==> config.mk <==
export PLATFORM = sky130hd
export DESIGN_NAME = sha1_digest_flat
export DESIGN_NICKNAME = d
export VERILOG_FILES = /design/src/rtl/sha1_pkg.sv /design/src/rtl/sha1_if.sv /design/src/rtl/sha1_digest.sv /design/src/rtl/sha1_ram.sv /design/src/flat_wrapper.sv
export SDC_FILE = /design/constraint.sdc
export NUM_CORES = 2
export LEC_CHECK = 0
export ABC_AREA = 0
export BUFFER_PORTS_ARGS = -buffer_cell sky130_fd_sc_hd__buf_2
export CAP_MARGIN = 30
export CORE_MARGIN = 2
export CORE_UTILIZATION = 63
export DETAILED_ROUTE_END_ITERATION = 7
export PLACE_DENSITY_LB_ADDON = 0.25
export SLEW_MARGIN = 40
export SYNTH_ARGS = -nofsm -noshare
export SYNTH_HDL_FRONTEND = slang
export SYNTH_SLANG_ARGS = --single-unit
==> constraint.sdc <==
create_clock -name clk_i -period 18.65 [get_ports clk_i]
set_input_delay 4.6625 -clock clk_i [delete_from_list [all_inputs] [get_ports clk_i]]
set_output_delay 4.6625 -clock clk_i [all_outputs]
set_load 0.02 [all_outputs]
==> src/rtl/sha1_pkg.sv <==
// Shared types, constants and round functions of the SHA-1 digest block.
// Depends on nothing; used by the channel interfaces, the RAM users and the top level.
package sha1_pkg;

  typedef logic [31:0] word_t;

  localparam int unsigned WordW      = 32;
  localparam int unsigned BufDepth   = 16;
  localparam int unsigned ChainDepth = 5;
  localparam int unsigned NumRounds  = 80;
  localparam int unsigned PosW       = 3;

  localparam logic [7:0] PadMark = 8'h80;

  // Initial chaining value for one word of the hash state.
  function automatic word_t chain_init(logic [2:0] idx);
    word_t v;
    unique case (idx)
      3'd0:    v = 32'h67452301;
      3'd1:    v = 32'hEFCDAB89;
      3'd2:    v = 32'h98BADCFE;
      3'd3:    v = 32'h10325476;
      default: v = 32'hC3D2E1F0;
    endcase
    return v;
  endfunction

  function automatic word_t round_k(logic [6:0] r);
    word_t k;
    if (r < 7'd20) begin
      k = 32'h5A827999;
    end else if (r < 7'd40) begin
      k = 32'h6ED9EBA1;
    end else if (r < 7'd60) begin
      k = 32'h8F1BBCDC;
    end else begin
      k = 32'hCA62C1D6;
    end
    return k;
  endfunction

  // Choose, parity or majority, depending on the round group.
  function automatic word_t round_f(logic [6:0] r, word_t b, word_t c, word_t d);
    word_t f;
    if (r < 7'd20) begin
      f = (b & c) | (~b & d);
    end else if (r < 7'd40 || r >= 7'd60) begin
      f = b ^ c ^ d;
    end else begin
      f = (b & c) | (b & d) | (c & d);
    end
    return f;
  endfunction

endpackage

==> src/rtl/sha1_if.sv <==
// Valid/ready channel interfaces for the SHA-1 digest block: message bytes in, digest words out.
// Depends on sha1_pkg for the word type and field widths.
interface sha1_in_if;
  logic       valid;
  logic       ready;
  logic [7:0] message_byte;
  logic       byte_present;
  logic       end_of_message;

  modport source (output valid, output message_byte, output byte_present,
                  output end_of_message, input ready);
  modport sink   (input valid, input message_byte, input byte_present,
                  input end_of_message, output ready);
endinterface

interface sha1_out_if;
  logic                       valid;
  logic                       ready;
  sha1_pkg::word_t            digest_word;
  logic [sha1_pkg::PosW-1:0]  word_position;
  logic                       final_word;

  modport source (output valid, output digest_word, output word_position,
                  output final_word, input ready);
  modport sink   (input valid, input digest_word, input word_position,
                  input final_word, output ready);
endinterface

==> src/rtl/sha1_digest.sv <==
// SHA-1 digest engine over a byte stream, top level.
// Depends on sha1_pkg, sha1_if (channel interfaces) and sha1_ram (block buffer, chain words).
// Usage:
//   msg_i carries one transaction per message item: an optional byte (byte_present)
//   and an end mark (end_of_message). A bare end mark closes a message, so an empty
//   message is allowed. dig_o returns five 32-bit digest words per message, most
//   significant first, with word_position 0..4 and final_word on the last one.
// Flow:
//   A byte that does not complete a 64-byte block leaves msg_i ready. The 64th
//   byte starts a compression (fetch the chain words, 80 rounds, add and write back)
//   with msg_i not ready; throughput over a full block is set by the round loop and
//   the single read port of each RAM.
//   An end mark adds padding writes, one or two compressions, then a chain read and
//   an output load per digest word. The input reopens once the last word sits in
//   the output register, so the next message may start while it waits.
// Reset:
//   Asynchronous, active low. Chain words read as the initial hash values until a
//   compression writes them (per-word valid bits); byte count and control clear.
// Stall:
//   A stalled dig_o holds the current word; the engine waits before loading the
//   next one and loses nothing.
module sha1_digest (
  input  logic               clk_i,
  input  logic               rst_ni,
  sha1_in_if.sink            msg_i,
  sha1_out_if.source         dig_o
);

  localparam int unsigned BufAw   = $clog2(sha1_pkg::BufDepth);
  localparam int unsigned ChainAw = $clog2(sha1_pkg::ChainDepth);

  typedef enum logic [2:0] {
    S_IDLE, S_PAD_MARK, S_PAD_FILL, S_LOAD, S_ROUND, S_STORE, S_EMIT_RD, S_EMIT_LD
  } state_e;

  // What follows the compression that is running.
  typedef enum logic [1:0] {
    PAD_NONE, PAD_MARK, PAD_FILL, PAD_DONE
  } pad_e;

  state_e                  state_q;
  pad_e                    pad_q;
  logic [6:0]              cnt_q;
  logic [BufAw-1:0]        ptr_q;
  logic                    tail_q;
  logic [60:0]             byte_cnt_q;
  logic [4:0]              chain_vld_q;
  logic                    out_valid_q;

  // Datapath registers, no reset.
  sha1_pkg::word_t         word_q;
  sha1_pkg::word_t         a_q, b_q, c_q, d_q, e_q;
  sha1_pkg::word_t         win_q [16];
  logic [ChainAw-1:0]      rd_addr_q;
  sha1_pkg::word_t         out_word_q;
  logic [sha1_pkg::PosW-1:0] out_pos_q;
  logic                    out_final_q;

  // RAM ports.
  logic                    buf_we, buf_re;
  logic [BufAw-1:0]        buf_waddr, buf_raddr;
  sha1_pkg::word_t         buf_wdata, buf_rdata;
  logic                    chain_we, chain_re;
  logic [ChainAw-1:0]      chain_waddr, chain_raddr;
  sha1_pkg::word_t         chain_wdata, chain_rdata;

  logic                    acc, out_acc, out_free, out_load;
  logic [5:0]              fill;
  logic [BufAw-1:0]        mark_idx;
  sha1_pkg::word_t         byte_word, mark_word, fill_word, chain_val, sched_w, temp;

  assign acc      = msg_i.valid && msg_i.ready;
  assign out_acc  = out_valid_q && dig_o.ready;
  assign out_free = !out_valid_q || dig_o.ready;
  assign out_load = (state_q == S_EMIT_LD) && out_free;
  assign fill     = byte_cnt_q[5:0];
  assign mark_idx = fill[5:2];

  assign msg_i.ready         = (state_q == S_IDLE);
  assign dig_o.valid         = out_valid_q;
  assign dig_o.digest_word   = out_word_q;
  assign dig_o.word_position = out_pos_q;
  assign dig_o.final_word    = out_final_q;

  // Merge the incoming byte (or the pad mark) into the partial big-endian word.
  assign byte_word = ((fill[1:0] == 2'd0) ? '0 : word_q) |
                     ({msg_i.message_byte, 24'h0} >> {fill[1:0], 3'b000});
  assign mark_word = ((fill[1:0] == 2'd0) ? '0 : word_q) |
                     ({sha1_pkg::PadMark, 24'h0} >> {fill[1:0], 3'b000});

  // Zero words, then the 64-bit bit length in the last two words when it fits.
  always_comb begin
    fill_word = '0;
    if (tail_q && ptr_q == BufAw'(14)) begin
      fill_word = byte_cnt_q[60:29];
    end else if (tail_q && ptr_q == BufAw'(15)) begin
      fill_word = {byte_cnt_q[28:0], 3'b000};
    end
  end

  // An unwritten chain word reads as its initial value.
  assign chain_val = chain_vld_q[rd_addr_q] ? chain_rdata : sha1_pkg::chain_init(rd_addr_q);

  // Message schedule: first 16 words straight from the buffer, then from the window.
  always_comb begin
    sha1_pkg::word_t x;
    x = win_q[13] ^ win_q[8] ^ win_q[2] ^ win_q[0];
    sched_w = (cnt_q < 7'd16) ? buf_rdata : {x[30:0], x[31]};
  end

  assign temp = {a_q[26:0], a_q[31:27]} + sha1_pkg::round_f(cnt_q, b_q, c_q, d_q) + e_q +
                sha1_pkg::round_k(cnt_q) + sched_w;

  // RAM control.
  always_comb begin
    buf_we      = 1'b0;
    buf_waddr   = mark_idx;
    buf_wdata   = byte_word;
    buf_re      = 1'b0;
    buf_raddr   = '0;
    chain_we    = 1'b0;
    chain_waddr = rd_addr_q;
    chain_wdata = chain_val + a_q;
    chain_re    = 1'b0;
    chain_raddr = cnt_q[ChainAw-1:0];
    case (state_q)
      S_IDLE: begin
        buf_we = acc && msg_i.byte_present && (fill[1:0] == 2'd3);
      end
      S_PAD_MARK: begin
        buf_we    = 1'b1;
        buf_wdata = mark_word;
      end
      S_PAD_FILL: begin
        buf_we    = 1'b1;
        buf_waddr = ptr_q;
        buf_wdata = fill_word;
      end
      S_LOAD: begin
        chain_re = (cnt_q < 7'(sha1_pkg::ChainDepth));
        buf_re   = (cnt_q == 7'(sha1_pkg::ChainDepth));
      end
      S_ROUND: begin
        buf_re    = (cnt_q < 7'(sha1_pkg::BufDepth - 1));
        buf_raddr = cnt_q[BufAw-1:0] + BufAw'(1);
      end
      S_STORE: begin
        chain_re = (cnt_q < 7'(sha1_pkg::ChainDepth));
        chain_we = (cnt_q != 7'd0);
      end
      S_EMIT_RD: begin
        chain_re = 1'b1;
      end
      default: ;
    endcase
  end

  // Control state machine and output valid.
  always_ff @(posedge clk_i or negedge rst_ni) begin
    if (!rst_ni) begin
      state_q     <= S_IDLE;
      pad_q       <= PAD_NONE;
      cnt_q       <= '0;
      ptr_q       <= '0;
      tail_q      <= 1'b0;
      byte_cnt_q  <= '0;
      chain_vld_q <= '0;
      out_valid_q <= 1'b0;
    end else begin
      // Load a new word, or drop valid once the current one is taken.
      if (out_load) begin
        out_valid_q <= 1'b1;
      end else if (out_acc) begin
        out_valid_q <= 1'b0;
      end
      if (chain_we) begin
        chain_vld_q[chain_waddr] <= 1'b1;
      end
      unique case (state_q)
        S_IDLE: begin
          if (acc) begin
            if (msg_i.byte_present) begin
              byte_cnt_q <= byte_cnt_q + 61'd1;
            end
            if (msg_i.byte_present && fill == 6'd63) begin
              // Block full: compress first, pad afterwards if this ends the message.
              state_q <= S_LOAD;
              cnt_q   <= '0;
              pad_q   <= msg_i.end_of_message ? PAD_MARK : PAD_NONE;
            end else if (msg_i.end_of_message) begin
              state_q <= S_PAD_MARK;
            end
          end
        end
        S_PAD_MARK: begin
          if (mark_idx == BufAw'(15)) begin
            // No room left for the length: it goes into an extra block.
            state_q <= S_LOAD;
            cnt_q   <= '0;
            pad_q   <= PAD_FILL;
          end else begin
            ptr_q   <= mark_idx + BufAw'(1);
            tail_q  <= (mark_idx <= BufAw'(13));
            state_q <= S_PAD_FILL;
          end
        end
        S_PAD_FILL: begin
          if (ptr_q == BufAw'(15)) begin
            state_q <= S_LOAD;
            cnt_q   <= '0;
            pad_q   <= tail_q ? PAD_DONE : PAD_FILL;
          end else begin
            ptr_q <= ptr_q + BufAw'(1);
          end
        end
        S_LOAD: begin
          if (cnt_q == 7'(sha1_pkg::ChainDepth)) begin
            state_q <= S_ROUND;
            cnt_q   <= '0;
          end else begin
            cnt_q <= cnt_q + 7'd1;
          end
        end
        S_ROUND: begin
          if (cnt_q == 7'(sha1_pkg::NumRounds - 1)) begin
            state_q <= S_STORE;
            cnt_q   <= '0;
          end else begin
            cnt_q <= cnt_q + 7'd1;
          end
        end
        S_STORE: begin
          if (cnt_q == 7'(sha1_pkg::ChainDepth)) begin
            cnt_q <= '0;
            unique case (pad_q)
              PAD_NONE: state_q <= S_IDLE;
              PAD_MARK: state_q <= S_PAD_MARK;
              PAD_FILL: begin
                state_q <= S_PAD_FILL;
                ptr_q   <= '0;
                tail_q  <= 1'b1;
              end
              PAD_DONE: begin
                state_q    <= S_EMIT_RD;
                byte_cnt_q <= '0;
              end
              default: state_q <= S_IDLE;
            endcase
            pad_q <= PAD_NONE;
          end else begin
            cnt_q <= cnt_q + 7'd1;
          end
        end
        S_EMIT_RD: begin
          state_q <= S_EMIT_LD;
        end
        S_EMIT_LD: begin
          if (out_free) begin
            if (cnt_q == 7'(sha1_pkg::ChainDepth - 1)) begin
              // Last word latched: restart from the initial hash values.
              chain_vld_q <= '0;
              cnt_q       <= '0;
              state_q     <= S_IDLE;
            end else begin
              cnt_q   <= cnt_q + 7'd1;
              state_q <= S_EMIT_RD;
            end
          end
        end
        default: state_q <= S_IDLE;
      endcase
    end
  end

  // Datapath: byte packing, working variables, schedule window, output word.
  always_ff @(posedge clk_i) begin
    if (chain_re) begin
      rd_addr_q <= chain_raddr;
    end
    if (acc && msg_i.byte_present) begin
      word_q <= byte_word;
    end
    case (state_q)
      S_LOAD: begin
        // Shift chain words in: after five, a..e hold words 0..4.
        if (cnt_q != 7'd0) begin
          a_q <= b_q;
          b_q <= c_q;
          c_q <= d_q;
          d_q <= e_q;
          e_q <= chain_val;
        end
      end
      S_ROUND: begin
        a_q <= temp;
        b_q <= a_q;
        c_q <= {b_q[1:0], b_q[31:2]};
        d_q <= c_q;
        e_q <= d_q;
        for (int i = 0; i < 15; i++) begin
          win_q[i] <= win_q[i+1];
        end
        win_q[15] <= sched_w;
      end
      S_STORE: begin
        // Advance the working words in step with the write-back.
        if (cnt_q != 7'd0) begin
          a_q <= b_q;
          b_q <= c_q;
          c_q <= d_q;
          d_q <= e_q;
        end
      end
      S_EMIT_LD: begin
        if (out_free) begin
          out_word_q  <= chain_rdata;
          out_pos_q   <= cnt_q[sha1_pkg::PosW-1:0];
          out_final_q <= (cnt_q == 7'(sha1_pkg::ChainDepth - 1));
        end
      end
      default: ;
    endcase
  end

  sha1_ram #(
    .Width (sha1_pkg::WordW),
    .Depth (sha1_pkg::BufDepth)
  ) u_buf_ram (
    .clk_i   (clk_i),
    .we_i    (buf_we),
    .waddr_i (buf_waddr),
    .wdata_i (buf_wdata),
    .re_i    (buf_re),
    .raddr_i (buf_raddr),
    .rdata_o (buf_rdata)
  );

  sha1_ram #(
    .Width (sha1_pkg::WordW),
    .Depth (sha1_pkg::ChainDepth)
  ) u_chain_ram (
    .clk_i   (clk_i),
    .we_i    (chain_we),
    .waddr_i (chain_waddr),
    .wdata_i (chain_wdata),
    .re_i    (chain_re),
    .raddr_i (chain_raddr),
    .rdata_o (chain_rdata)
  );

`ifndef NO_ASSERTIONS
  // The write-back never touches the chain word being read in the same cycle.
  a_chain_no_collide: assert property (@(posedge clk_i) disable iff (!rst_ni)
    (chain_we && chain_re) |-> (chain_waddr != chain_raddr))
    else $error("chain RAM read and write hit the same word");

  // Rounds run uninterrupted up to the last one.
  a_round_run: assert property (@(posedge clk_i) disable iff (!rst_ni)
    (state_q == S_ROUND && cnt_q != 7'(sha1_pkg::NumRounds - 1)) |=> (state_q == S_ROUND))
    else $error("round sequence left early");

  // The last digest word carries the last position.
  a_final_pos: assert property (@(posedge clk_i) disable iff (!rst_ni)
    (dig_o.valid && dig_o.final_word) |-> (dig_o.word_position == 3'(sha1_pkg::ChainDepth - 1)))
    else $error("final digest word at wrong position");

  // Input is not ready while the rounds or the write-back of a compression run.
  a_no_accept_busy: assert property (@(posedge clk_i) disable iff (!rst_ni)
    (state_q == S_ROUND || state_q == S_STORE) |-> !msg_i.ready)
    else $error("input accepted during compression");
`endif

endmodule

==> src/rtl/sha1_ram.sv <==
// Generic simple dual-port RAM: one write port, one read port with registered read data.
// Depends on nothing; instantiated by the SHA-1 top level for the block buffer and chain words.
module sha1_ram #(
  parameter int unsigned Width = 32,
  parameter int unsigned Depth = 16
) (
  input  logic                     clk_i,
  input  logic                     we_i,
  input  logic [$clog2(Depth)-1:0] waddr_i,
  input  logic [Width-1:0]         wdata_i,
  input  logic                     re_i,
  input  logic [$clog2(Depth)-1:0] raddr_i,
  output logic [Width-1:0]         rdata_o
);

  logic [Width-1:0] mem_q [Depth];
  logic [Width-1:0] rdata_q;

  always_ff @(posedge clk_i) begin
    if (we_i) begin
      mem_q[waddr_i] <= wdata_i;
    end
    // Hold read data when no read is issued.
    if (re_i) begin
      rdata_q <= mem_q[raddr_i];
    end
  end

  assign rdata_o = rdata_q;

endmodule
==> src/flat_wrapper.sv <==
// flat-port wrapper written by rule: the top's interface ports become plain ports
module sha1_digest_flat 
  (clk_i, rst_ni, msg_i_valid, msg_i_message_byte, msg_i_byte_present, msg_i_end_of_message, msg_i_ready, dig_o_valid, dig_o_digest_word, dig_o_word_position, dig_o_final_word, dig_o_ready);
  sha1_in_if msg_i_i ();
  sha1_out_if dig_o_i ();
  input  logic clk_i;
  input  logic rst_ni;
  input wire logic [$bits(msg_i_i.valid)-1:0] msg_i_valid;
  input wire logic [$bits(msg_i_i.message_byte)-1:0] msg_i_message_byte;
  input wire logic [$bits(msg_i_i.byte_present)-1:0] msg_i_byte_present;
  input wire logic [$bits(msg_i_i.end_of_message)-1:0] msg_i_end_of_message;
  output wire logic [$bits(msg_i_i.ready)-1:0] msg_i_ready;
  output wire logic [$bits(dig_o_i.valid)-1:0] dig_o_valid;
  output wire logic [$bits(dig_o_i.digest_word)-1:0] dig_o_digest_word;
  output wire logic [$bits(dig_o_i.word_position)-1:0] dig_o_word_position;
  output wire logic [$bits(dig_o_i.final_word)-1:0] dig_o_final_word;
  input wire logic [$bits(dig_o_i.ready)-1:0] dig_o_ready;
  assign msg_i_i.valid = msg_i_valid;
  assign msg_i_i.message_byte = msg_i_message_byte;
  assign msg_i_i.byte_present = msg_i_byte_present;
  assign msg_i_i.end_of_message = msg_i_end_of_message;
  assign msg_i_ready = msg_i_i.ready;
  assign dig_o_valid = dig_o_i.valid;
  assign dig_o_digest_word = dig_o_i.digest_word;
  assign dig_o_word_position = dig_o_i.word_position;
  assign dig_o_final_word = dig_o_i.final_word;
  assign dig_o_i.ready = dig_o_ready;
  sha1_digest u_core (.clk_i(clk_i), .rst_ni(rst_ni), .msg_i(msg_i_i), .dig_o(dig_o_i));
endmodule
==> run metrics <==
FF-to-FF path depth 22; Post-Syn Area per Cell 14.9 um2; Crit. End Element flop; Final Hold Fails 0; syn nets 4718; Clock transition at path regs 0.06 ns; maximum clock frequency 144 MHz; startpoint types flop; Core Area 0.105 mm2; initial antenna violation count 4; post-CTS setup buffers 0; Yosys top cell area share 66.4%; cts repair resizes 0; outcome finished, final reports clean; layout cell share with drive strength beyond 1 11.8%; # IOs 52; fin. max-slew vios 0; WP data required 19.12 ns; setup tns final 0 ns; Num CTS Buffers 150; most used cell, CP fa_1; CP Data Arrival Time 7.40 ns; Buffers on Ports 51; Yosys top cell by area edfxtp_1; normalized max-slew margin 41.9%; largest net degree at the start of global routing 103; Final Skew 0.0372 ns; fin crit period 6.93 ns; slowest CP cell fa_1; nets@finish 4820; root buf cell clkbuf_16; Max stage delay on crit path 0.56 ns; hold buffers post-CTS 0; Synth Instances 4479; HP Class flop to flop; count leader, synth edfxtp_1; actual slew at the worst max-slew pin 0.871 ns; Max Cap Viol 0; sequential area share after synthesis 69.6%; die height 330 um; pre-CTS WS 11.28 ns; Netlist Area Pre-Place 0.0668 mm2; H-Tree Depth 4; RSZ-0062 raised after global routing no; Layout area overhead 11.2%; Post-synth ARST share 5.37%; routability cong. 0.903; initial core utilization 63.5%; first-pass GRT wire length 222 mm; Post-DP HPWL 90.6 mm; row count 119; synth warn 0; die area 0.109 mm2; CP max FO 36; First DRT Iteration DRCs 4203; Routed Antenna Nets 0; Final Core Density 70.6%; final worst slack 11.72 ns; Sink Count 1563; register bit total from synthesis 1563; Synth Flop Type edfxtp_1; DR DRC count 0; vias per cell 6.13; crit path kind flop to flop; Skew-Pair Late Insertion Delay 0.78 ns; Max clock buf depth 3; Post-synth EDFFs 1479; Vias 37372; Hold Path Depth 0; First-pass DRT Iterations 6; Synth area leaders edfxtp_1, fa_1, nand2_1, dfrtp_1, mux2i_1; final wirelength 145 mm; # setup viols final 0; cell chain of the critical path a41o_2 > or2_2 > buf_4 > nand2_1 > buf_4 > nor2_1 > nor2_1 > fa_1 > fa_1 > inv_1 > fa_1 > inv_1 > ha_1 > a211o_1 > a211oi_1 > nor4b_1 > a211o_1 > a21oi_1 > o21ai_0 > a221oi_1 > xor2_1 > o21ai_0; total gr overflow 0; Synth top cells by count edfxtp_1, nand2_1, inv_1, nor2_1, mux2i_1; Non-Filler Instances 6092; CTS tree done; Synth cell types 84; final worst path period share 37.2%; chip width 330 um; # placed instances 5817; GR Util All Layers 27.3%; DR WL/cell 23.8 um; vias in the first global route 37232
## layout make-up
class	instances	area, um2
sequential	1563	46500
tap	1391	1740
clock inverter	91	1030
fill	6594	30900
multi-input combinational	2493	19100
timing repair buffer	139	1100
antenna	1	2.50
clock buffer	180	3900
inverter	234	886
## through the flow
step / hold WS (ns) / cell area, um2
after floorplan: 0.400 / 66800
after global placement: 0.401 / 69000
after detailed placement: 0.405 / 69300
after CTS: 0.409 / 74200
after global routing: 0.413 / 74300
final: 0.413 / 74300
## cells in the final DEF, fill, tap and decap left out, types with 9 or more instances in the layout
cell type,netlist,final
a211oi_1,102,102
a21o_1,33,33
a21oi_1,161,159
a311oi_1,33,33
a31oi_1,42,42
and3_1,19,19
buf_2,9,50
buf_4,3,71
bufinv_16,0,18
clkbuf_1,150,28
clkbuf_16,0,151
clkinv_1,0,31
clkinv_2,0,21
dfrtp_1,84,82
edfxtp_1,1479,1479
fa_1,120,120
ha_1,105,105
inv_1,234,233
mux2_2,51,51
mux2i_1,166,166
mux4_2,65,65
nand2_1,574,570
nand2b_1,23,23
nand3_1,46,46
nand4_1,13,13
nor2_1,200,178
nor2_4,0,20
nor2b_1,133,133
nor3_1,24,21
o21a_1,27,26
o21ai_0,153,147
o221ai_1,34,21
o221ai_4,0,9
o31ai_1,17,17
o32a_1,13,13
o32ai_1,15,15
or3_1,13,13
xnor2_1,151,151
xor2_1,45,45
## per-layer routing
layer | wire length (um) | track usage (%)
met5 | 0 | 0
met4 | 5450 | 10.4
met3 | 9400 | 3.89
met2 | 70300 | 43.9
met1 | 59900 | 38.4
## flip-flops by register name (all words and copies together), names as in the netlist, 2 cells and up
| signal | cells |
|---|---|
| u_core.u_buf_ram.mem_q | 512 |
| u_core.win_q | 512 |
| u_core.u_chain_ram.mem_q | 160 |
| u_core.byte_cnt_q | 61 |
| u_core.a_q | 32 |
| u_core.b_q | 32 |
| u_core.c_q | 32 |
| u_core.d_q | 32 |
| u_core.dig_o.digest_word | 32 |
| u_core.e_q | 32 |
| u_core.u_buf_ram.rdata_o | 32 |
| u_core.u_chain_ram.rdata_o | 32 |
| u_core.word_q | 32 |
| u_core.cnt_q | 7 |
| u_core.chain_vld_q | 5 |
| u_core.ptr_q | 4 |
| u_core.chain_waddr | 3 |
| u_core.dig_o.word_position | 3 |
| u_core.state_q | 3 |
| u_core.pad_q | 2 |
## final timing paths
kind	from	end	slack, ns
worst max-delay path	u_core.cnt_q[3]	u_core.a_q[30]	11.72
worst min-delay path	u_core.win_q[1][225]	u_core.win_q[1][193]	0.41
worst max register to register	u_core.cnt_q[3]	u_core.a_q[30]	11.72
worst min register to register	u_core.win_q[1][225]	u_core.win_q[1][193]	0.41
max in group asynchronous	rst_ni	u_core.cnt_q[0]	13.93
min in group asynchronous	rst_ni	u_core.byte_cnt_q[24]	3.76
## cell families after synthesis
logic type	share of synthesized area, %
AND/OR/NAND/NOR	7.53
XOR/XNOR	2.57
AO/OA/AOI/OAI	6.71
multiplexers	5.58
adder cells (fa/ha/maj)	5.56
flip-flops	69.6
buffers and inverters	2.45
## critical path: cells and delay by family, from the launching register on
family	cells	cell delay (ns)
buf+inv	4	0.72
fa+ha+maj	4	1.85
simple gates	5	0.83
xor+xnor	1	0.18
compound gates	8	2.49
flops	1	0.54
Power is left out: the tool's default activity adds up to more than one toggle a clock period on the data nets, which glitch-free logic cannot reach.
